==> config.mk <==
export PLATFORM = sky130hd
export DESIGN_NAME = disciplined_ntp_clock_flat
export DESIGN_NICKNAME = d
export VERILOG_FILES = /design/src/rtl/dnc_pkg.sv /design/src/rtl/dnc_if.sv /design/src/rtl/disciplined_ntp_clock.sv /design/src/flat_wrapper.sv
export SDC_FILE = /design/constraint.sdc
export NUM_CORES = 2
export LEC_CHECK = 0
export BUFFER_PORTS_ARGS = -buffer_cell sky130_fd_sc_hd__buf_2
export CORE_MARGIN = 4
export CORE_UTILIZATION = 55
export CTS_CLUSTER_DIAMETER = 30
export DETAILED_ROUTE_END_ITERATION = 16
export GPL_TIMING_DRIVEN = 0
export PLACE_DENSITY = 0.77
export SYNTH_ARGS = -nofsm -noshare
export SYNTH_HDL_FRONTEND = slang
export SYNTH_SLANG_ARGS = --single-unit
export TNS_END_PERCENT = 10
==> constraint.sdc <==
create_clock -name clk -period 9.4 [get_ports clk]
set_input_delay 0 -clock clk [delete_from_list [all_inputs] [get_ports clk]]
set_output_delay 0 -clock clk [all_outputs]
set_load 0.03 [all_outputs]
==> src/rtl/dnc_pkg.sv <==
package dnc_pkg;

  // Sequencer states
  typedef enum logic [3:0] {
    ST_IDLE,
    ST_TSUM,
    ST_TADD,
    ST_DELTA,
    ST_MAG,
    ST_CMP,
    ST_DIV1,
    ST_PHASE,
    ST_DIFF,
    ST_DIV2,
    ST_AVG,
    ST_OUT
  } state_t;

  // Result action codes
  localparam logic [1:0] ACT_TICK       = 2'd0;
  localparam logic [1:0] ACT_HARD       = 2'd1;
  localparam logic [1:0] ACT_SLEW_DEF   = 2'd2;
  localparam logic [1:0] ACT_SLEW_TUNED = 2'd3;

  // Configuration register indexes
  localparam int CFG_IDX_W  = 2;
  localparam int CFG_DATA_W = 32;
  localparam logic [CFG_IDX_W-1:0] CFG_HARD_LIMIT   = 2'd0;
  localparam logic [CFG_IDX_W-1:0] CFG_SLEW_DIV     = 2'd1;
  localparam logic [CFG_IDX_W-1:0] CFG_DEFAULT_STEP = 2'd2;
  localparam logic [CFG_IDX_W-1:0] CFG_VALID_AFTER  = 2'd3;

  // Register reset values
  localparam logic [15:0] RST_HARD_LIMIT   = 16'd120;
  localparam logic [23:0] RST_SLEW_DIV     = 24'd1024000;
  localparam logic [31:0] RST_DEFAULT_STEP = 32'd4294967;
  localparam logic [31:0] RST_VALID_AFTER  = 32'd3155673600;

  // Divider: 64-bit dividend, 32-bit divisor, two quotient bits per cycle
  localparam int DIV_ITERS = 32;
  localparam int DIV_CNT_W = $clog2(DIV_ITERS);

endpackage

==> src/rtl/dnc_if.sv <==
interface dnc_in_if;
  logic        valid;
  logic        ready;
  logic        func;
  logic [63:0] server_timestamp;

  modport source (output valid, output func, output server_timestamp, input ready);
  modport sink (input valid, input func, input server_timestamp, output ready);
endinterface

interface dnc_out_if;
  logic        valid;
  logic        ready;
  logic [63:0] clock_now;
  logic [1:0]  action;
  logic        time_valid;

  modport source (output valid, output clock_now, output action, output time_valid,
                  input ready);
  modport sink (input valid, input clock_now, input action, input time_valid,
                output ready);
endinterface

==> src/rtl/disciplined_ntp_clock.sv <==
// Disciplined 32.32 timestamp clock.
// in_ch carries one beat per event: func 0 is one elapsed tick, func 1 is a
// server timestamp sample. out_ch returns exactly one beat per input beat with
// the local time after the event, the action taken and a time-valid flag.
// Configuration is written through cfg_we / cfg_index / cfg_data; the user
// must write it only while idle, as the block does not enforce this.
// Throughput: one item at a time. A tick passes TSUM and TADD; a sample that
// sets the clock hard passes DELTA, MAG and CMP; a slewed sample runs one
// 64-by-32 division and, when a rate can be measured, a second one. The
// shared divider retires two quotient bits per cycle for both divisions.
// in_ch.ready is high only while the sequencer is idle.
// Results sit in an output register: a new item is accepted while the last
// result still waits; if the receiver stalls, the sequencer holds its next
// result in its final state until the register frees up.
// Reset (rst, synchronous) loads the register defaults, zeroes the clock,
// steering, last sample and tick count, and sets the step to its default.
module disciplined_ntp_clock
  import dnc_pkg::*;
#(
  parameter int TICK_COUNT_BITS = 32
) (
  input  logic                  clk,
  input  logic                  rst,
  input  logic                  cfg_we,
  input  logic [CFG_IDX_W-1:0]  cfg_index,
  input  logic [CFG_DATA_W-1:0] cfg_data,
  dnc_in_if.sink                in_ch,
  dnc_out_if.source             out_ch
);

  state_t state, state_next;

  // Configuration registers
  logic [15:0] hard_limit;
  logic [23:0] slew_div;
  logic [31:0] default_step;
  logic [31:0] valid_after;

  // Clock state
  logic [63:0] clock_value;
  logic [63:0] rate_step;
  logic [63:0] phase_steer;
  logic [63:0] last_sample;
  logic [TICK_COUNT_BITS-1:0] ticks_since;
  logic        sample_seen;

  // Working registers
  logic [63:0] srv;
  logic [63:0] scratch;
  logic        delta_neg;
  logic [1:0]  action_r;

  // Divider registers
  logic [63:0]          div_quo;
  logic [31:0]          div_rem;
  logic [31:0]          div_den;
  logic [DIV_CNT_W-1:0] div_cnt;
  logic [63:0]          div_quo_next;
  logic [31:0]          div_rem_next;

  // Output register
  logic        out_valid;
  logic [63:0] out_clock;
  logic [1:0]  out_action;
  logic        out_tvalid;

  // Shared adder
  logic [63:0] add_a, add_b, add_sum;
  logic        add_cin;

  logic accept, out_free, div_last, hard_hit, no_rate;

  assign accept   = in_ch.valid && in_ch.ready;
  assign out_free = !out_valid || out_ch.ready;
  assign div_last = (div_cnt == DIV_CNT_W'(DIV_ITERS - 1));
  assign hard_hit = (scratch > {16'd0, hard_limit, 32'd0});
  assign no_rate  = !sample_seen || (ticks_since == '0);
  assign add_sum  = add_a + add_b + 64'(add_cin);

  assign in_ch.ready       = (state == ST_IDLE);
  assign out_ch.valid      = out_valid;
  assign out_ch.clock_now  = out_clock;
  assign out_ch.action     = out_action;
  assign out_ch.time_valid = out_tvalid;

  // Next state
  always_comb begin
    state_next = state;
    case (state)
      ST_IDLE:  if (accept) state_next = in_ch.func ? ST_DELTA : ST_TSUM;
      ST_TSUM:  state_next = ST_TADD;
      ST_TADD:  state_next = ST_OUT;
      ST_DELTA: state_next = ST_MAG;
      ST_MAG:   state_next = ST_CMP;
      ST_CMP:   state_next = hard_hit ? ST_OUT : ST_DIV1;
      ST_DIV1:  if (div_last) state_next = ST_PHASE;
      ST_PHASE: state_next = no_rate ? ST_OUT : ST_DIFF;
      ST_DIFF:  state_next = ST_DIV2;
      ST_DIV2:  if (div_last) state_next = ST_AVG;
      ST_AVG:   state_next = ST_OUT;
      ST_OUT:   if (out_free) state_next = ST_IDLE;
      default:  state_next = ST_IDLE;
    endcase
  end

  // Adder operand select
  always_comb begin
    add_a   = '0;
    add_b   = '0;
    add_cin = 1'b0;
    case (state)
      ST_TSUM: begin
        add_a = rate_step;
        add_b = phase_steer;
      end
      ST_TADD: begin
        add_a = clock_value;
        add_b = scratch;
      end
      ST_DELTA: begin
        add_a   = clock_value;
        add_b   = ~srv;
        add_cin = 1'b1;
      end
      ST_MAG: begin
        add_a   = delta_neg ? ~scratch : scratch;
        add_cin = delta_neg;
      end
      ST_PHASE: begin
        add_a   = delta_neg ? div_quo : ~div_quo;
        add_cin = !delta_neg;
      end
      ST_DIFF: begin
        add_a   = srv;
        add_b   = ~last_sample;
        add_cin = 1'b1;
      end
      ST_AVG: begin
        add_a   = {1'b0, rate_step[63:1]};
        add_b   = {1'b0, div_quo[63:1]};
        add_cin = rate_step[0] & div_quo[0];
      end
      default: begin
        add_a   = '0;
        add_b   = '0;
        add_cin = 1'b0;
      end
    endcase
  end

  // Two restoring division steps per cycle
  always_comb begin
    logic [32:0] part;
    div_quo_next = div_quo;
    div_rem_next = div_rem;
    for (int i = 0; i < 2; i++) begin
      part         = {div_rem_next, div_quo_next[63]};
      div_quo_next = {div_quo_next[62:0], 1'b0};
      if (part >= {1'b0, div_den}) begin
        div_rem_next    = 32'(part - {1'b0, div_den});
        div_quo_next[0] = 1'b1;
      end else begin
        div_rem_next = part[31:0];
      end
    end
  end

  // Sequencer state
  always_ff @(posedge clk) begin
    if (rst) state <= ST_IDLE;
    else     state <= state_next;
  end

  // Configuration writes
  always_ff @(posedge clk) begin
    if (rst) begin
      hard_limit   <= RST_HARD_LIMIT;
      slew_div     <= RST_SLEW_DIV;
      default_step <= RST_DEFAULT_STEP;
      valid_after  <= RST_VALID_AFTER;
    end else if (cfg_we) begin
      case (cfg_index)
        CFG_HARD_LIMIT:   hard_limit   <= cfg_data[15:0];
        CFG_SLEW_DIV:     slew_div     <= cfg_data[23:0];
        CFG_DEFAULT_STEP: default_step <= cfg_data[31:0];
        CFG_VALID_AFTER:  valid_after  <= cfg_data[31:0];
        default: ;
      endcase
    end
  end

  // Clock state and working registers
  always_ff @(posedge clk) begin
    if (rst) begin
      clock_value <= '0;
      rate_step   <= 64'(RST_DEFAULT_STEP);
      phase_steer <= '0;
      last_sample <= '0;
      ticks_since <= '0;
      sample_seen <= 1'b0;
    end else begin
      case (state)
        ST_IDLE: if (accept) srv <= in_ch.server_timestamp;
        ST_TSUM: scratch <= add_sum;
        ST_TADD: begin
          clock_value <= add_sum;
          action_r    <= ACT_TICK;
          if (!(&ticks_since)) ticks_since <= ticks_since + 1'b1;
        end
        ST_DELTA: begin
          scratch   <= add_sum;
          delta_neg <= add_sum[63];
        end
        ST_MAG: scratch <= add_sum;
        ST_CMP: begin
          if (hard_hit) begin
            clock_value <= srv;
            rate_step   <= 64'(default_step);
            phase_steer <= '0;
            action_r    <= ACT_HARD;
            last_sample <= srv;
            sample_seen <= 1'b1;
            ticks_since <= '0;
          end else begin
            div_quo <= scratch;
            div_rem <= '0;
            div_den <= (slew_div == '0) ? 32'd1 : 32'(slew_div);
            div_cnt <= '0;
          end
        end
        ST_DIV1, ST_DIV2: begin
          div_quo <= div_quo_next;
          div_rem <= div_rem_next;
          div_cnt <= div_cnt + 1'b1;
        end
        ST_PHASE: begin
          phase_steer <= add_sum;
          if (no_rate) begin
            rate_step   <= 64'(default_step);
            action_r    <= ACT_SLEW_DEF;
            last_sample <= srv;
            sample_seen <= 1'b1;
            ticks_since <= '0;
          end
        end
        ST_DIFF: begin
          div_quo <= add_sum;
          div_rem <= '0;
          div_den <= 32'(ticks_since);
          div_cnt <= '0;
        end
        ST_AVG: begin
          rate_step   <= add_sum;
          action_r    <= ACT_SLEW_TUNED;
          last_sample <= srv;
          sample_seen <= 1'b1;
          ticks_since <= '0;
        end
        default: ;
      endcase
    end
  end

  // Output register: load the result, drop it when taken
  always_ff @(posedge clk) begin
    if (rst) begin
      out_valid <= 1'b0;
    end else if (state == ST_OUT && out_free) begin
      out_valid  <= 1'b1;
      out_clock  <= clock_value;
      out_action <= action_r;
      out_tvalid <= (clock_value[63:32] > valid_after);
    end else if (out_ch.ready) begin
      out_valid <= 1'b0;
    end
  end

endmodule

==> src/flat_wrapper.sv <==
// flat-port wrapper written by rule: the top's interface ports become plain ports
module disciplined_ntp_clock_flat import dnc_pkg::*;
#(
  parameter int TICK_COUNT_BITS = 32
)
  (clk, rst, cfg_we, cfg_index, cfg_data, in_ch_valid, in_ch_func, in_ch_server_timestamp, in_ch_ready, out_ch_valid, out_ch_clock_now, out_ch_action, out_ch_time_valid, out_ch_ready);
  dnc_in_if in_ch_i ();
  dnc_out_if out_ch_i ();
  input  logic clk;
  input  logic rst;
  input  logic cfg_we;
  input  logic [CFG_IDX_W-1:0] cfg_index;
  input  logic [CFG_DATA_W-1:0] cfg_data;
  input wire logic [$bits(in_ch_i.valid)-1:0] in_ch_valid;
  input wire logic [$bits(in_ch_i.func)-1:0] in_ch_func;
  input wire logic [$bits(in_ch_i.server_timestamp)-1:0] in_ch_server_timestamp;
  output wire logic [$bits(in_ch_i.ready)-1:0] in_ch_ready;
  output wire logic [$bits(out_ch_i.valid)-1:0] out_ch_valid;
  output wire logic [$bits(out_ch_i.clock_now)-1:0] out_ch_clock_now;
  output wire logic [$bits(out_ch_i.action)-1:0] out_ch_action;
  output wire logic [$bits(out_ch_i.time_valid)-1:0] out_ch_time_valid;
  input wire logic [$bits(out_ch_i.ready)-1:0] out_ch_ready;
  assign in_ch_i.valid = in_ch_valid;
  assign in_ch_i.func = in_ch_func;
  assign in_ch_i.server_timestamp = in_ch_server_timestamp;
  assign in_ch_ready = in_ch_i.ready;
  assign out_ch_valid = out_ch_i.valid;
  assign out_ch_clock_now = out_ch_i.clock_now;
  assign out_ch_action = out_ch_i.action;
  assign out_ch_time_valid = out_ch_i.time_valid;
  assign out_ch_i.ready = out_ch_ready;
  disciplined_ntp_clock #(.TICK_COUNT_BITS(TICK_COUNT_BITS)) u_core (.clk(clk), .rst(rst), .cfg_we(cfg_we), .cfg_index(cfg_index), .cfg_data(cfg_data), .in_ch(in_ch_i), .out_ch(out_ch_i));
endmodule
==> results.cfg <==
[sta]
tightest_slew_ps = 1570
fmax_ghz = 0.106
fin_worst_skew_ps = 41.5
slew_viol_final = 21
relSlewSlack = -0.0474
rsz0062_at_grt = false
layout_setup_ws_ps = -11.9
timing.hold.ws_ps = 34.7
hold_viol = 0
min_period_ps = 9410
timing.final.crit_share = 1.00
setup_viol = 1

[detailed_routing]
drtIter0Drc = 7910
drc = 0
firstDrtPassIters = 10
avgViaCountPerCell = 6.76
vias = 43200
routed_wirelength_mm = 175
postRouteAntennaNets = 0
wl_per_cell_um = 27.4

[synth]
synth.top_cell.area_share = 0.243
yosysTopAreaCell = edfxtp_1
syn_area_per_cell_um2 = 8.53
ys.warnings.count = 0
syn-num-nets = 5077
synthCells = 4791
ys_top_cells_by_area = edfxtp_1 (24%), dfxtp_1 (19%), nand2_1 (8.1%)
synthFlopType = dfxtp_1
synthDistinctLibCells = 82
synthArstFlopShare = 0
synth_edf_count = 331
syn_area_um2 = 40900
synth_commonest_cells = nand2_1 (881), a21oi_1 (424), dfxtp_1 (398), nor2_1 (365), edfxtp_1 (331)
synth.most_common_cell = nand2_1
synth_seq_area_share = 0.438
synth_seq_cells = 729

[finish]
syn_to_final_growth_pct = 23.1
drive_gt1_frac = 0.0972
postLayoutCellArea_um2 = 50300
finalNetCount = 5583
instances_no_fill = 6390

[clock_network]
clkTransAtPathRegs_ps = 50
numClockSinks = 729
numCtsBuffers = 154
clock-root-buffer = clkbuf_16
cts_tree = done
clk_path_buf_depth = 3
cts_resized = 0
clock_latency_ps = 750
htreeDepth = 4

[power]
seqPwrFrac = 0.258
leakagePower_uw = 0.0190
combPwrFrac = 0.438
power_density_nw_per_um2 = 366
clkPwrFrac = 0.304
switchingPower_uw = 8050
total_power_uw = 18400
power.internal_uw = 10300
p_sw_frac = 0.438
ir_drop_uv = 201

[setup_path]
worstSetupStartpointType = register
cp_max_fo = 10
reg2reg_slack_ps = -10
end_kind = register
worstSetupStartpoint = u_core.delta_neg$_DFFE_PP_
crit_required_ps = 9830
worstPathArrival_ps = 9850
r2r-end = u_core.div_quo[58]$_DFFE_PP_
ff2ff_path_depth = 18
critical_path_class = register to register
worstReg2RegStart = u_core.delta_neg$_DFFE_PP_

[floorplan]
dieArea_um2 = 78800
fp.coreArea_um2 = 73300
rows = 99
die-height_um = 281
initial_core_util = 0.557
die_width_um = 281
ioPinCount = 173

[placed_design]
portBuffers = 170
dp.cells = 5932
placed_cell_area_um2 = 43300
dp_slack_ps = 769
gp_congestion = 1.07
dp_hpwl_mm = 126

[grt]
grt_max_degree = 40
grt_pass1_wl_mm = 253
globalRoute.totalOverflow = 0
antenna_found_initial = 5
grt_pass1_vias = 40100
grtUsageTotal = 0.428

[outcome]
failed_checks = max-capacitance violations, max-slew violations, negative setup slack
outcome = complete, but fails checks

[hold_path]
whs_path_depth = 2
hold_path_class = input pin to register
hp-start = in_ch_server_timestamp[12]
whs_endpoint = u_core.srv[12]$_DFFE_PP_

[run]
cap_viol_max_count = 3
## flip-flops by register name, summed over array words and instances, names as in the netlist, 2 cells and up
register and flops:
u_core.srv 64, u_core.valid_after 32, u_core.out_ch.action 2, u_core.rate_step 64, u_core.div_quo 64, u_core.div_rem 32, u_core.phase_steer 64, u_core.out_ch.clock_now 64
u_core.ticks_since 32, u_core.scratch 64, u_core.div_den 32, u_core.div_cnt 5, u_core.default_step 32, u_core.action_r 2, u_core.clock_value 64, u_core.hard_limit 16
u_core.state 4, u_core.slew_div 24, u_core.last_sample 64
## layer usage
metal,vias to the layer above,share of wire,track usage
li1,18600,-,-
met1,20200,0.36,0.553
met2,3602,0.41,0.624
met3,815,0.15,0.141
met4,6,0.073,0.262
met5,-,0.00091,0.0116
## cells by family after synthesis
kind of cell | after synthesis | synth area share
AOI/OAI and AO/OA | 1508 | 0.238
xor gates and xnor gates | 131 | 0.0281
adders and majority gates | 182 | 0.0564
buffers and inverters | 472 | 0.0449
DFF | 729 | 0.438
muxes | 51 | 0.0132
and+or+nand+nor | 1718 | 0.181
## worst max-delay path, stage by stage (launching register included)
cell and delay [ps]:
edfxtp_1 530, clkbuf_1 1020, clkbuf_1 730, clkbuf_1 870, nand2_1 130, nand3_1 120
o21ai_0 170, fa_1 530, fa_1 490, a211oi_1 390, o21ai_0 250, nand4_1 330
nand3_1 250, a211oi_1 1190, a21oi_1 670, a21boi_0 520, o21ai_0 170, xnor2_1 570
o21ai_0 140
## metrics by stage
step | utilization | setup TNS, ps
detailed placement | 0.590 | 0
floorplan | - | 0
finish | 0.686 | -11.9
global route | 0.686 | 0
CTS | 0.686 | 0
global placement | 0.585 | -307700
## final cells by class
cell class / instances / area, µm²
diodes: 1 / 2.50
plain buffers: 322 / 1270
clock buffers: 188 / 4230
clock inverters: 101 / 1150
fillers: 5793 / 23000
inverters: 150 / 563
multi-input cells: 3590 / 21200
flip-flops and latches: 729 / 17900
well taps: 959 / 1200
repair buffers: 350 / 2800
## layout by cell type, fill, tap and decap left out, drive strengths merged, types with 34 or more instances in the layout
master       netlist  layout
a211oi            42      42
a21o              58      58
a21oi            424     424
a22oi            276     276
a311oi            36      36
a31oi             40      40
and3              34      34
buf               59     241
clkbuf           263     451
clkinv             0      59
dfxtp            398     398
dlygate4sd3        0     168
edfxtp           331     331
ha               178     178
inv              150     168
nand2            881     881
nand3            175     175
nand4             41      41
nor2             365     365
nor3              68      68
o211ai           168     168
o21ai            286     286
xnor2             93      93
xor2              38      38
## power groups by stage
stage,sequential [µW],combinational [µW],clock [µW]
2_1_floorplan,4490,5190,0
6_report,4740,8060,5600
3_5_place_dp,4720,7560,0
4_1_cts,4670,7670,5580
5_1_grt,4730,8530,5760
3_3_place_gp,4790,7400,0
## what timing repair did
item,4_1_cts,5_1_grt
hold buffers,168,0
setup buffers,0,0
hold endpoints to repair,200,0
## worst max-delay path by stage
stage,end,slack [ps],cells past startpoint
6_report,u_core.div_quo[58]$_DFFE_PP_,-10,18
5_1_grt,u_core.div_quo[58]$_DFFE_PP_,350,18
4_1_cts,u_core.div_quo[58]$_DFFE_PP_,680,18
3_5_place_dp,u_core.div_quo[58]$_DFFE_PP_,770,18
3_3_place_gp,u_core.div_rem[17]$_SDFFCE_PP0P_,-3060,6
2_1_floorplan,u_core.div_cnt[0]$_SDFFCE_PP0P_,1740,10
Note: power is estimated with default switching activity, not from simulation.
